<file path="src/hdl/ssu_pkg.sv">
package ssu_pkg;

    // default number of hole cells
    localparam int MaxHolesDefault = 16;

    // configuration reset values
    localparam logic        SackEnabledReset = 1'b1;
    localparam logic [15:0] MssReset         = 16'd536;
    localparam logic [7:0]  DupThreshReset   = 8'd3;

    // result status codes
    typedef enum logic [3:0] {
        STAT_APPLIED     = 4'd0,
        STAT_DISABLED    = 4'd1,
        STAT_NO_ACK      = 4'd2,
        STAT_ACK_RANGE   = 4'd3,
        STAT_LENGTH      = 4'd4,
        STAT_INVERTED    = 4'd5,
        STAT_OLD         = 4'd6,
        STAT_BELOW_ACK   = 4'd7,
        STAT_BEYOND_SENT = 4'd8,
        STAT_FULL        = 4'd9,
        STAT_SKIPPED     = 4'd10
    } status_t;

    // configuration register indexes
    typedef enum logic [1:0] {
        CFG_SACK_ENABLED = 2'd0,
        CFG_MSS          = 2'd1,
        CFG_DUP_THRESH   = 2'd2
    } cfg_index_t;

    // sequencer states
    typedef enum logic [2:0] {
        S_IDLE,
        S_CHECK,
        S_MUL,
        S_DIV,
        S_WALK,
        S_APPEND,
        S_FINISH
    } state_t;

    // one hole of the scoreboard
    typedef struct packed {
        logic [31:0] start;
        logic [31:0] stop;
        logic [31:0] rtx;
        logic [7:0]  dups;
    } hole_t;

    // command broadcast along the row of cells
    typedef struct packed {
        logic shift;
        logic insert;
    } chain_cmd_t;

    // modulo 2^32 sequence compare
    function automatic logic seq_lt(input logic [31:0] a, input logic [31:0] b);
        logic [31:0] diff;
        diff = a - b;
        return diff[31];
    endfunction

endpackage

</file>
<file path="src/hdl/ssu_cell.sv">
module ssu_cell #(
    parameter int MAX_HOLES = ssu_pkg::MaxHolesDefault,
    parameter int IDX       = 0
) (
    input  logic                              aclk,
    input  ssu_pkg::chain_cmd_t               cmd,
    input  logic [$clog2(MAX_HOLES+1)-1:0]    pos,
    input  ssu_pkg::hole_t                    right_in,
    input  ssu_pkg::hole_t                    inject,
    output ssu_pkg::hole_t                    hole_out
);
    import ssu_pkg::*;

    localparam int CW = $clog2(MAX_HOLES + 1);
    localparam logic [CW-1:0] MyPos = CW'(IDX);

    hole_t hole_reg;
    hole_t hole_next;

    // take the injected hole at the tail, else move one place towards the head
    always_comb begin
        hole_next = hole_reg;
        if (cmd.insert && pos == MyPos) begin
            hole_next = inject;
        end else if (cmd.shift && MyPos < pos) begin
            hole_next = right_in;
        end
    end

    always_ff @(posedge aclk) begin
        hole_reg <= hole_next;
    end

    assign hole_out = hole_reg;

endmodule

</file>
<file path="src/hdl/ssu_div.sv">
module ssu_div (
    input  logic        aclk,
    input  logic        aresetn,
    input  logic        start,
    input  logic [31:0] dividend,
    input  logic [15:0] divisor,
    output logic        busy,
    output logic [7:0]  quotient
);
    import ssu_pkg::*;

    logic [31:0] rem_reg, rem_next;
    logic [7:0]  quo_reg, quo_next;
    logic [2:0]  step_reg, step_next;
    logic        busy_reg, busy_next;
    logic [31:0] trial;

    // restoring division, one quotient bit a cycle from the top bit down
    always_comb begin
        rem_next  = rem_reg;
        quo_next  = quo_reg;
        step_next = step_reg;
        busy_next = busy_reg;
        trial     = 32'(divisor) << step_reg;
        if (start) begin
            rem_next  = dividend;
            quo_next  = '0;
            step_next = 3'd7;
            busy_next = 1'b1;
        end else if (busy_reg) begin
            if (rem_reg >= trial) begin
                rem_next           = rem_reg - trial;
                quo_next[step_reg] = 1'b1;
            end
            if (step_reg == 3'd0) begin
                busy_next = 1'b0;
            end else begin
                step_next = step_reg - 3'd1;
            end
        end
    end

    always_ff @(posedge aclk) begin
        if (!aresetn) begin
            busy_reg <= 1'b0;
        end else begin
            busy_reg <= busy_next;
        end
        rem_reg  <= rem_next;
        quo_reg  <= quo_next;
        step_reg <= step_next;
    end

    assign busy     = busy_reg;
    assign quotient = quo_reg;

endmodule

</file>
<file path="src/hdl/sack_scoreboard_update_top.sv">
// SACK scoreboard: each request carries one SACK block with its segment's ack fields and
// sender window edges, and returns one result with a status, the hole count, the lowest
// hole and the highest SACKed edge. Holes live in a row of cells kept in sequence order;
// the walk pops the head hole once a cycle, except while it inserts the upper part of a
// split, and pushes its trimmed, bumped or split parts to the tail. A request that fails
// its checks goes from check straight to result. An applied one passes through check,
// multiply, the duplicate-estimate divider, one walk step per hole and per split plus
// one, append and result; on an empty table it skips the walk and append. A block splits
// at most one hole. A new request is taken only once the previous one has reached its
// result register.
module sack_scoreboard_update_top #(
    parameter int MAX_HOLES = ssu_pkg::MaxHolesDefault
) (
    input  logic         aclk,
    input  logic         aresetn,
    // configuration
    input  logic         cfg_wr_en,
    input  logic [1:0]   cfg_index,
    input  logic [15:0]  cfg_wdata,
    // request side
    input  logic         s_tvalid,
    output logic         s_tready,
    // ack_flag, segment_ack, oldest_unacked, highest_sent, option_length,
    // block_start, block_end, zero pad
    input  logic [167:0] s_tdata,
    input  logic         s_tlast,
    // result side
    output logic         m_tvalid,
    input  logic         m_tready,
    // status, hole_count, first_hole_start, first_hole_end,
    // first_hole_retransmit, first_hole_dups, last_sacked_end, zero pad
    output logic [151:0] m_tdata
);
    import ssu_pkg::*;

    localparam int CW = $clog2(MAX_HOLES + 1);
    localparam logic [CW-1:0] MaxCount = CW'(MAX_HOLES);

    // configuration registers
    logic        sack_en_reg;
    logic [15:0] mss_reg;
    logic [7:0]  thresh_reg;

    // request registers
    logic        ackf_reg, ackf_next;
    logic [31:0] ack_reg, ack_next;
    logic [31:0] una_reg, una_next;
    logic [31:0] smax_reg, smax_next;
    logic [5:0]  olen_reg, olen_next;
    logic [31:0] bs_reg, bs_next;
    logic [31:0] be_reg, be_next;
    logic        last_reg, last_next;

    // control state
    state_t      state_reg, state_next;
    status_t     status_reg, status_next;
    logic [CW-1:0] count_reg, count_next;
    logic [CW-1:0] unproc_reg, unproc_next;
    logic        stop_reg, stop_next;
    logic        pend_valid_reg, pend_valid_next;
    hole_t       pend_reg, pend_next;
    logic [31:0] edge_reg, edge_next;
    logic        aborted_reg, aborted_next;
    logic [23:0] prod_reg, prod_next;

    // result register
    logic         m_valid_reg, m_valid_next;
    logic [151:0] m_data_reg, m_data_next;

    // row of cells
    hole_t       cell_q [MAX_HOLES];
    chain_cmd_t  cmd;
    logic [CW-1:0] pos;
    hole_t       inject;

    // divider
    logic        div_start;
    logic        div_busy;
    logic [7:0]  div_q;

    logic        out_free;
    hole_t       head;
    logic [31:0] dist_blk;
    logic [7:0]  new_dups;
    logic [7:0]  dup_est;
    logic [15:0] mss_eff;
    status_t     check_st;
    logic [5:0]  olen_m2;
    hole_t       first_hole;

    // hole cells
    for (genvar g = 0; g < MAX_HOLES; g++) begin : g_cell
        hole_t right;
        if (g == MAX_HOLES - 1) begin : g_tail
            assign right = cell_q[g];
        end else begin : g_mid
            assign right = cell_q[g+1];
        end
        ssu_cell #(.MAX_HOLES(MAX_HOLES), .IDX(g)) u_cell (
            .aclk     (aclk),
            .cmd      (cmd),
            .pos      (pos),
            .right_in (right),
            .inject   (inject),
            .hole_out (cell_q[g])
        );
    end

    ssu_div u_div (
        .aclk     (aclk),
        .aresetn  (aresetn),
        .start    (div_start),
        .dividend (dist_blk),
        .divisor  (mss_eff),
        .busy     (div_busy),
        .quotient (div_q)
    );

    assign out_free = !m_valid_reg || m_tready;
    assign s_tready = (state_reg == S_IDLE);
    assign head     = cell_q[0];
    assign dist_blk = be_reg - bs_reg;
    assign mss_eff  = (mss_reg == 16'd0) ? 16'd1 : mss_reg;
    assign olen_m2  = olen_reg - 6'd2;

    // duplicate estimate for a new hole, clamped to the threshold and at least one
    always_comb begin
        dup_est  = (dist_blk >= 32'(prod_reg)) ? thresh_reg : div_q;
        new_dups = (dup_est == 8'd0) ? 8'd1 : dup_est;
    end

    // bump of a hole's duplicate count for a given distance
    function automatic logic [7:0] bump(input logic [7:0] cnt, input logic [31:0] gap,
                                        input logic [23:0] prod, input logic [7:0] thr);
        logic [7:0] c;
        c = (cnt == 8'hFF) ? cnt : cnt + 8'd1;
        if (gap >= 32'(prod)) begin
            c = thr;
        end
        return c;
    endfunction

    // request checks in priority order
    always_comb begin
        if (aborted_reg) begin
            check_st = STAT_SKIPPED;
        end else if (!sack_en_reg) begin
            check_st = STAT_DISABLED;
        end else if (!ackf_reg) begin
            check_st = STAT_NO_ACK;
        end else if (seq_lt(ack_reg, una_reg) || seq_lt(smax_reg, ack_reg)) begin
            check_st = STAT_ACK_RANGE;
        end else if (olen_reg <= 6'd2 || olen_m2[2:0] != 3'd0) begin
            check_st = STAT_LENGTH;
        end else if (be_reg == bs_reg || seq_lt(be_reg, bs_reg)) begin
            check_st = STAT_INVERTED;
        end else if (be_reg == una_reg || seq_lt(be_reg, una_reg)) begin
            check_st = STAT_OLD;
        end else if (seq_lt(una_reg, ack_reg) && seq_lt(bs_reg, ack_reg)) begin
            check_st = STAT_BELOW_ACK;
        end else if (seq_lt(smax_reg, be_reg)) begin
            check_st = STAT_BEYOND_SENT;
        end else begin
            check_st = STAT_APPLIED;
        end
    end

    // next state
    always_comb begin
        state_next = state_reg;
        unique case (state_reg)
            S_IDLE: begin
                if (s_tvalid) state_next = S_CHECK;
            end
            S_CHECK: begin
                state_next = (check_st == STAT_APPLIED) ? S_MUL : S_FINISH;
            end
            S_MUL: begin
                state_next = S_DIV;
            end
            S_DIV: begin
                if (!div_busy) state_next = (count_reg == '0) ? S_FINISH : S_WALK;
            end
            S_WALK: begin
                if (!pend_valid_reg && unproc_reg == '0) state_next = S_APPEND;
            end
            S_APPEND: begin
                state_next = S_FINISH;
            end
            S_FINISH: begin
                if (out_free) state_next = S_IDLE;
            end
            default: state_next = S_IDLE;
        endcase
    end

    // datapath and cell commands
    always_comb begin
        ackf_next       = ackf_reg;
        ack_next        = ack_reg;
        una_next        = una_reg;
        smax_next       = smax_reg;
        olen_next       = olen_reg;
        bs_next         = bs_reg;
        be_next         = be_reg;
        last_next       = last_reg;
        status_next     = status_reg;
        count_next      = count_reg;
        unproc_next     = unproc_reg;
        stop_next       = stop_reg;
        pend_valid_next = pend_valid_reg;
        pend_next       = pend_reg;
        edge_next       = edge_reg;
        aborted_next    = aborted_reg;
        prod_next       = prod_reg;
        m_valid_next    = m_valid_reg && !m_tready;
        m_data_next     = m_data_reg;
        cmd             = '0;
        pos             = count_reg;
        inject          = pend_reg;
        div_start       = 1'b0;
        first_hole      = (count_reg != '0) ? head : '0;

        unique case (state_reg)
            S_IDLE: begin
                // capture the request
                if (s_tvalid) begin
                    ackf_next = s_tdata[0];
                    ack_next  = s_tdata[32:1];
                    una_next  = s_tdata[64:33];
                    smax_next = s_tdata[96:65];
                    olen_next = s_tdata[102:97];
                    bs_next   = s_tdata[134:103];
                    be_next   = s_tdata[166:135];
                    last_next = s_tlast;
                end
            end
            S_CHECK: begin
                status_next = check_st;
            end
            S_MUL: begin
                // threshold times segment size, for clamp compares
                prod_next = 24'(thresh_reg) * 24'(mss_eff);
                div_start = 1'b1;
            end
            S_DIV: begin
                if (!div_busy) begin
                    if (count_reg == '0) begin
                        // empty table starts a first hole below the block
                        cmd.insert = 1'b1;
                        pos        = '0;
                        inject     = '{start: ack_reg, stop: bs_reg, rtx: ack_reg,
                                       dups: new_dups};
                        count_next = CW'(1);
                        edge_next  = be_reg;
                    end else begin
                        unproc_next     = count_reg;
                        stop_next       = 1'b0;
                        pend_valid_next = 1'b0;
                    end
                end
            end
            S_WALK: begin
                if (pend_valid_reg) begin
                    // upper part of a split goes in behind
                    cmd.insert      = 1'b1;
                    pos             = count_reg;
                    inject          = pend_reg;
                    count_next      = count_reg + CW'(1);
                    pend_valid_next = 1'b0;
                end else if (unproc_reg != '0) begin
                    cmd.shift   = 1'b1;
                    cmd.insert  = 1'b1;
                    pos         = count_reg - CW'(1);
                    inject      = head;
                    unproc_next = unproc_reg - CW'(1);
                    if (stop_reg) begin
                        inject = head;
                    end else if (be_reg == head.start || seq_lt(be_reg, head.start)) begin
                        // block lies below this hole, the rest pass unchanged
                        stop_next = 1'b1;
                    end else if (bs_reg == head.stop || seq_lt(head.stop, bs_reg)) begin
                        // block above the hole
                        inject.dups = bump(head.dups, be_reg - head.stop, prod_reg,
                                           thresh_reg);
                    end else if (bs_reg == head.start || seq_lt(bs_reg, head.start)) begin
                        if (be_reg == head.stop || seq_lt(head.stop, be_reg)) begin
                            // hole fully covered: drop it
                            cmd.insert = 1'b0;
                            count_next = count_reg - CW'(1);
                        end else begin
                            // trim the lower edge
                            inject.start = be_reg;
                            inject.rtx   = seq_lt(head.rtx, be_reg) ? be_reg : head.rtx;
                        end
                    end else if (be_reg == head.stop || seq_lt(head.stop, be_reg)) begin
                        // trim the upper edge
                        inject.stop = bs_reg;
                        inject.rtx  = seq_lt(bs_reg, head.rtx) ? bs_reg : head.rtx;
                        inject.dups = bump(head.dups, dist_blk, prod_reg, thresh_reg);
                    end else if (seq_lt(head.start, bs_reg) && seq_lt(be_reg, head.stop)) begin
                        if (count_reg >= MaxCount) begin
                            // no room to split
                            status_next = STAT_FULL;
                            stop_next   = 1'b1;
                        end else begin
                            inject.stop     = bs_reg;
                            inject.rtx      = seq_lt(bs_reg, head.rtx) ? bs_reg : head.rtx;
                            inject.dups     = bump(head.dups, dist_blk, prod_reg,
                                                   thresh_reg);
                            pend_next       = '{start: be_reg, stop: head.stop,
                                                rtx: seq_lt(head.rtx, be_reg) ? be_reg
                                                                              : head.rtx,
                                                dups: head.dups};
                            pend_valid_next = 1'b1;
                        end
                    end
                end
            end
            S_APPEND: begin
                // new hole between the last SACKed edge and this block
                if (status_reg != STAT_FULL && seq_lt(edge_reg, bs_reg)) begin
                    if (count_reg >= MaxCount) begin
                        status_next = STAT_FULL;
                    end else begin
                        cmd.insert = 1'b1;
                        pos        = count_reg;
                        inject     = '{start: edge_reg, stop: bs_reg, rtx: edge_reg,
                                       dups: new_dups};
                        edge_next  = be_reg;
                        count_next = count_reg + CW'(1);
                    end
                end
            end
            S_FINISH: begin
                if (out_free) begin
                    m_valid_next = 1'b1;
                    m_data_next  = {7'd0, edge_reg, first_hole.dups, first_hole.rtx,
                                    first_hole.stop, first_hole.start,
                                    5'(count_reg), status_reg};
                    if (last_reg) begin
                        aborted_next = 1'b0;
                    end else if (status_reg == STAT_FULL) begin
                        aborted_next = 1'b1;
                    end
                end
            end
            default: begin
            end
        endcase
    end

    // registers
    always_ff @(posedge aclk) begin
        if (!aresetn) begin
            state_reg      <= S_IDLE;
            count_reg      <= '0;
            edge_reg       <= '0;
            aborted_reg    <= 1'b0;
            pend_valid_reg <= 1'b0;
            m_valid_reg    <= 1'b0;
            sack_en_reg    <= SackEnabledReset;
            mss_reg        <= MssReset;
            thresh_reg     <= DupThreshReset;
        end else begin
            state_reg      <= state_next;
            count_reg      <= count_next;
            edge_reg       <= edge_next;
            aborted_reg    <= aborted_next;
            pend_valid_reg <= pend_valid_next;
            m_valid_reg    <= m_valid_next;
            if (cfg_wr_en) begin
                unique case (cfg_index)
                    CFG_SACK_ENABLED: sack_en_reg <= cfg_wdata[0];
                    CFG_MSS:          mss_reg     <= cfg_wdata;
                    CFG_DUP_THRESH:   thresh_reg  <= cfg_wdata[7:0];
                    default: begin
                    end
                endcase
            end
        end
        ackf_reg   <= ackf_next;
        ack_reg    <= ack_next;
        una_reg    <= una_next;
        smax_reg   <= smax_next;
        olen_reg   <= olen_next;
        bs_reg     <= bs_next;
        be_reg     <= be_next;
        last_reg   <= last_next;
        status_reg <= status_next;
        unproc_reg <= unproc_next;
        stop_reg   <= stop_next;
        pend_reg   <= pend_next;
        prod_reg   <= prod_next;
        m_data_reg <= m_data_next;
    end

    assign m_tvalid = m_valid_reg;
    assign m_tdata  = m_data_reg;

    // table never holds more holes than cells
    a_count_bound: assert property (@(posedge aclk) disable iff (!aresetn)
        count_reg <= MaxCount)
        else $error("hole count beyond table size");

    // a pending split half exists only during the walk
    a_pend_walk: assert property (@(posedge aclk) disable iff (!aresetn)
        pend_valid_reg |-> state_reg == S_WALK)
        else $error("pending hole outside walk");

    // holes still to walk never exceed the table
    a_unproc: assert property (@(posedge aclk) disable iff (!aresetn)
        state_reg == S_WALK |-> unproc_reg <= count_reg)
        else $error("walk count beyond hole count");

    // an accepted request leaves idle
    a_accept: assert property (@(posedge aclk) disable iff (!aresetn)
        s_tvalid && s_tready |=> state_reg == S_CHECK)
        else $error("request not taken into check");

endmodule
</file>
<file path="config.mk">
export PLATFORM = sky130hd
export DESIGN_NAME = sack_scoreboard_update_top
export DESIGN_NICKNAME = d
export VERILOG_FILES = /design/src/hdl/ssu_pkg.sv /design/src/hdl/ssu_cell.sv /design/src/hdl/ssu_div.sv /design/src/hdl/sack_scoreboard_update_top.sv
export SDC_FILE = /design/constraint.sdc
export NUM_CORES = 2
export LEC_CHECK = 0
export BUFFER_PORTS_ARGS = -buffer_cell sky130_fd_sc_hd__buf_2
export CAP_MARGIN = 20
export CORE_MARGIN = 1.5
export CORE_UTILIZATION = 55
export DETAILED_ROUTE_END_ITERATION = 8
export PLACE_DENSITY_LB_ADDON = 0.25
export SETUP_SLACK_MARGIN = 0.5
export SLEW_MARGIN = 20
export SYNTH_ARGS = -nofsm -noshare
export SYNTH_HDL_FRONTEND = slang
export SYNTH_HIERARCHICAL = 1
export SYNTH_SLANG_ARGS = --single-unit
</file>
<file path="constraint.sdc">
create_clock -name aclk -period 12.49 [get_ports aclk]
set_input_delay 2.498 -clock aclk [delete_from_list [all_inputs] [get_ports aclk]]
set_output_delay 2.498 -clock aclk [all_outputs]
set_load 0.02 [all_outputs]
</file>
* After elaboration in Yosys (flattened, before gate mapping)
Cells that the tools add are included.
** Storage, ports and cells
- Word-level logic and storage cells :: 464
- Register bits after elaboration :: 2227
- Output and inout port bits :: 154
- Input bits :: 192
** Cells by class
- Shift operators :: 1
- Multiply operators :: 1
- Magnitude comparators :: 22
- Reduce and logical (&&, ||, !) cells :: 99
- Eq/ne operators :: 54
- Add/subtract/negate cells :: 23
- Multiplexer cells :: 160
- Bitwise operators :: 9
** Operator list (number)
- 2-to-1 mux 104 bit :: 38
- subtractor 32 bit :: 17
- 2-to-1 mux 32 bit :: 14
- case mux 104 bit (3 select lines) :: 1
- 2-to-1 mux 72 bit :: 3
- == test 32 bit :: 6
- 2-to-1 mux 96 bit :: 1
- 2-to-1 mux 5 bit :: 19
- 2-to-1 mux 4 bit :: 19
- greater-or-equal comparator 32 x 24 -> 1 bit :: 2
- case mux 32 bit (2 select lines) :: 1
- 2-to-1 mux 8 bit :: 7
- == test 5 x 4 -> 1 bit (second input constant) :: 8
- 2-to-1 mux 1 bit :: 40
- nonzero test 2 bit :: 20
- logical AND 1 bit :: 37
- less-than comparator 4 x 5 -> 1 bit (first input constant) :: 7
- greater-or-equal comparator 32 bit :: 1
- != test 2 bit (second input constant) :: 16
- left shift 16 x 3 -> 32 bit :: 1
- multiplier 8 x 16 -> 24 bit :: 1
- case mux 3 bit (7 select lines) :: 1
- == test 5 x 3 -> 1 bit (second input constant) :: 4
- less-than comparator 3 x 5 -> 1 bit (first input constant) :: 4
- other kinds (49) :: 101

* Longest topological paths before layout
- Word-level depth :: 14
- Depth in mapped cells :: 28
- Gate-level depth less buffers :: 28

* Modules after synthesis
The synthesis kept the hierarchy.
** By module, submodules not included
- sack_scoreboard_update_top :: area an instance 40027.1 um^2, times used 1, cells an instance 4041, sequential area each 14904.3 um^2
- ssu_cell at g_cell[11].u_cell ... :: area an instance 4603.2 um^2, times used 3, cells an instance 224, sequential area each 3123.0 um^2
- ssu_cell at g_cell[13].u_cell ... :: area an instance 4604.4 um^2, times used 2, cells an instance 224, sequential area each 3123.0 um^2
- ssu_cell at g_cell[15].u_cell :: area an instance 4690.7 um^2, times used 1, cells an instance 223, sequential area each 3123.0 um^2
- ssu_cell at g_cell[1].u_cell :: area an instance 4673.2 um^2, times used 1, cells an instance 224, sequential area each 3123.0 um^2
- ssu_cell at g_cell[10].u_cell :: area an instance 4610.7 um^2, times used 1, cells an instance 226, sequential area each 3123.0 um^2
- ssu_cell at g_cell[4].u_cell :: area an instance 4608.2 um^2, times used 1, cells an instance 225, sequential area each 3123.0 um^2
- ssu_cell at g_cell[12].u_cell :: area an instance 4605.7 um^2, times used 1, cells an instance 224, sequential area each 3123.0 um^2
- ssu_cell at g_cell[14].u_cell :: area an instance 4604.4 um^2, times used 1, cells an instance 225, sequential area each 3123.0 um^2
- ssu_cell at g_cell[7].u_cell :: area an instance 4596.9 um^2, times used 1, cells an instance 224, sequential area each 3123.0 um^2
- ssu_cell at g_cell[3].u_cell :: area an instance 4558.1 um^2, times used 1, cells an instance 223, sequential area each 3123.0 um^2
- ssu_cell at g_cell[2].u_cell :: area an instance 4421.7 um^2, times used 1, cells an instance 224, sequential area each 3123.0 um^2
- ssu_cell at g_cell[0].u_cell :: area an instance 4420.5 um^2, times used 1, cells an instance 224, sequential area each 3123.0 um^2
- ssu_cell at g_cell[8].u_cell :: area an instance 4411.7 um^2, times used 1, cells an instance 223, sequential area each 3123.0 um^2
- ssu_div :: area an instance 3738.6 um^2, times used 1, cells an instance 420, sequential area each 1201.2 um^2

* Worst setup path before layout
No wires, ideal clock.
- Path kind :: input to register
- Start :: input m_tready
- End :: register aborted_reg
- Slack :: -1.090 ns
- Cell stages on the path :: 4
- Data required time :: 12.369 ns
- Arrival :: 13.460 ns
- Library setup time :: 0.121 ns
- Cells stage by stage :: nor2b_1 > nor3_1 > a21oi_1 > a211oi_1
** On the way
- Longest elaborated chain between the ends :: 2
** Ends and longest elaborated chain
- start, declared :: line sack_scoreboard_update_top.sv:29 : input logic m_tready,
- logical OR 1 bit :: line sack_scoreboard_update_top.sv:119 : assign out_free = !m_valid_reg || m_tready;
- AND reduction 3 bit (no source line)
- end signal, assigned :: line sack_scoreboard_update_top.sv:369 : aborted_reg <= aborted_next;
- end, declared :: line sack_scoreboard_update_top.sv:63 : logic aborted_reg, aborted_next;
No other way between the ends.
A chain may end at the register's enable or synchronous reset.

==> metrics.yaml <==
outcome:
  status: "finished with violations"
  violations: "design-rule violations"
critical_path:
  endpoint: "g_cell[12].u_cell/hole_out[50]"
  worstSetupStartpoint: "bs_reg[24]"
  reg2reg_to: "g_cell[12].u_cell/hole_out[50]"
  slowest_stage: "a21oi_1"
  cp-start-kind: "register"
  r2r_slack_ps: 4150
  critical_path.cell_chain: "inv_1 > ha_1 > nand3_1 > nor4_1 > nand4_1 > a21oi_1 > o21ai_1 > and3b_1 > nand2b_1 > a21oi_1 > o21ai_4 > buf_4 > nor4b_2 > nand3_4 > nand2_4 > buf_4"
  rr_worst_depth: 16
  cp_slowest_stage_delay_ps: 930
  arrival_ps: 8850
  worst-path-max-fanout: 55
  endpoint_kind: "register"
  cp.required_ps: 13000
  crit_family: "simple AND/OR/NAND/NOR gates"
  cp.depth: 16
  r2r_start: "bs_reg[24]"
  critPathBufInv: 3
  critPathKind: "reg2reg"
route:
  vias_per_cell: 6.10
  vias: 69800
  wl_per_cell_um: 28.7
  drc_errors: 23
  drt-initial-drc-count: 6788
  detail-route-antenna-nets: 0
  drt-total-wl_um: 328000
  drt_first_pass_iters: 9
global_routing:
  track_usage_pct: 30.0
  grt_max_degree: 148
  grt_first_pass_wirelength_um: 475000
  grt_pass1_vias: 68600
  overflow: 0
  antenna_found_initial: 18
cells_and_area:
  area_growth_pct: 10.5
  drive_gt1_share_pct: 29.3
  nNetsFinal: 9309
  final_area_um2: 129000
  fin_util_pct: 61.1
  largest_register_ffs: 1664
power_and_ir_drop:
  total_leakage_power_nw: 50.2
  power_density_nw_per_um2: 174
  irDropWorstVdd_uv: 169
floorplanning:
  coreArea_um2: 212000
  boundaryPins: 346
  num_rows: 169
  fp.dieArea_um2: 215000
  initial_core_util_pct: 55.3
  die_h_um: 464
  dieWidth_um: 464
logic_synthesis:
  syn_inst: 8046
  syn_area_um2: 117000
  synthFlopType: "edfxtp_1"
  ys_async_sr_fraction_pct: 0
  ys_warn_count: 6
  yosysSeqAreaShare_pct: 56.5
  yosysUniqueCellTypes: 116
  synth_edf_count: 2147
  synth-seq-cells: 2227
  syn_avg_cell_area_um2: 14.5
timing:
  tightest_slew_ps: 1260
  fin_crit_ps: 8340
  skew_ps: 83.6
  fmax_ghz: 0.120
  slew_viol_final: 0
  period_share_pct: 66.8
  rsz0062_at_grt: "no"
  setup_viol: 0
  setup_tns_ps: 0
  slew_headroom_pct: 16.0
  finalHoldViolations: 0
  hold_slack_ps: 461
  worst_slack_ps: 4150
place:
  dp.final_hpwl_um: 243000
  gp_congestion: 1.00
  place_ws_ps: 3790
  dpl_cell_area_um2: 122000
  io_buffers: 337
cts:
  cts_made_buffers: 228
  cts_buffer_depth: 3
  cts_tree: "done"
  path_clk_slew_ps: 60
  cts_setup_buffers: 0
  cts_hold_buf: 0
  cts_sinks: 2227
  cts_resized: 0
  cts-root-buf: "clkbuf_16"
  cts_max_level: 4
  clk-insertion-delay-late_ps: 890
flow_run:
  drv_cap: 0
worst_hold_path:
  min_path_type: "reg2reg"
## cells in the mapped netlist, types with 20 or more instances
cell	instances	area [um^2]
edfxtp_1	2147	64500
mux2_2	894	10100
mux2_4	628	9430
ha_1	609	7620
inv_1	402	1510
nand2_1	388	1460
a21oi_1	321	1610
nor2_1	252	946
o21ai_0	247	1240
clkbuf_1	166	623
mux2_1	156	1760
mux2i_1	116	1160
a21o_1	109	818
fa_1	87	1740
buf_2	85	425
dfxtp_1	80	1600
nand4_1	77	482
nor3_1	77	385
and2_1	76	475
buf_6	73	822
nand3_1	72	360
xnor2_1	71	622
a211oi_1	66	495
a222oi_1	62	621
o21a_1	45	338
nor2b_1	42	263
nand2b_1	41	257
o21ai_1	41	205
o22ai_1	40	250
xor2_1	36	315
buf_4	33	248
or3_1	33	206
o211ai_1	30	225
a22oi_1	29	218
a31oi_1	28	175
and3_1	28	175
a221o_1	22	220
nor4_1	20	125
o21bai_1	20	150
## power by group
group | internal [mW] | switching, mW | leakage [nW]
clock network | 3.77 | 2.96 | 3.61
logic | 2.05 | 4.11 | 26.5
registers | 9.01 | 0.535 | 20.1
total | 14.8 | 7.61 | 50.2
## final cells by class
type	count	area, um^2
antenna	6	15.0
clock buffer	276	5960
clock inverter	148	1460
fill	15800	82300
inverter	402	1510
multi-input combinational	5043	47700
sequential	2227	66100
tap	2821	3530
timing repair buffer	519	3110
## worst min path at each step
stage                              from          end  slack (ps)  cells past startpoint
after CTS                 status_reg[1]   m_tdata[1]         460                      0
after detailed placement       last_reg  aborted_reg         430                      1
after global routing      status_reg[1]   m_tdata[1]         460                      0
after floorplan            count_reg[2]   m_tdata[6]         410                      0
final                     status_reg[1]   m_tdata[1]         460                      0
after global placement    status_reg[1]   m_tdata[1]         440                      0
## cell families after synthesis
kind of cell | synth area share, %
flip-flops | 56.5
adder cells (fa/ha/maj) | 8.00
XOR/XNOR | 0.801
other | 0.00321
multiplexers | 19.2
AO/OA/AOI/OAI | 6.95
AND/OR/NAND/NOR | 5.19
buffers and inverters | 3.34
## routing by layer
metal	up-vias	share of wire [%]	global-route usage, %
li1	31500	-	-
met1	35000	43	42.1
met2	2668	44	46.2
met3	651	6.8	4.56
met4	4	5.3	13.8
met5	-	0.0061	0
## cells in the final DEF, fill, tap and decap left out, types with 75 or more instances in the layout
cell type	instances
nand4_1	77
inv_1	400
mux2i_1	115
fa_1	87
o21ai_0	199
mux2_1	156
mux2_2	894
a21o_1	107
and2_1	75
dfxtp_1	80
clkbuf_16	230
edfxtp_1	2147
buf_4	177
nand2_1	380
mux2_4	628
ha_1	609
buf_2	337
nor2_1	250
a21oi_1	320
## stage by stage
step           std cells  total power, mW
2_1_floorplan       8052             13.3
3_3_place_gp       11000             15.6
3_5_place_dp       11000             15.7
4_1_cts            11400             22.4
5_1_grt            11400             23.3
6_report           11400             22.4
## worst register-to-register path: cells and delay by family (launching register included)
family	cells	cell delay (ps)
compound gates	4	1730
fa+ha+maj	1	480
buf+inv	3	1520
flops	1	580
simple gates	8	3610
Power figures use the tool's default switching activity.
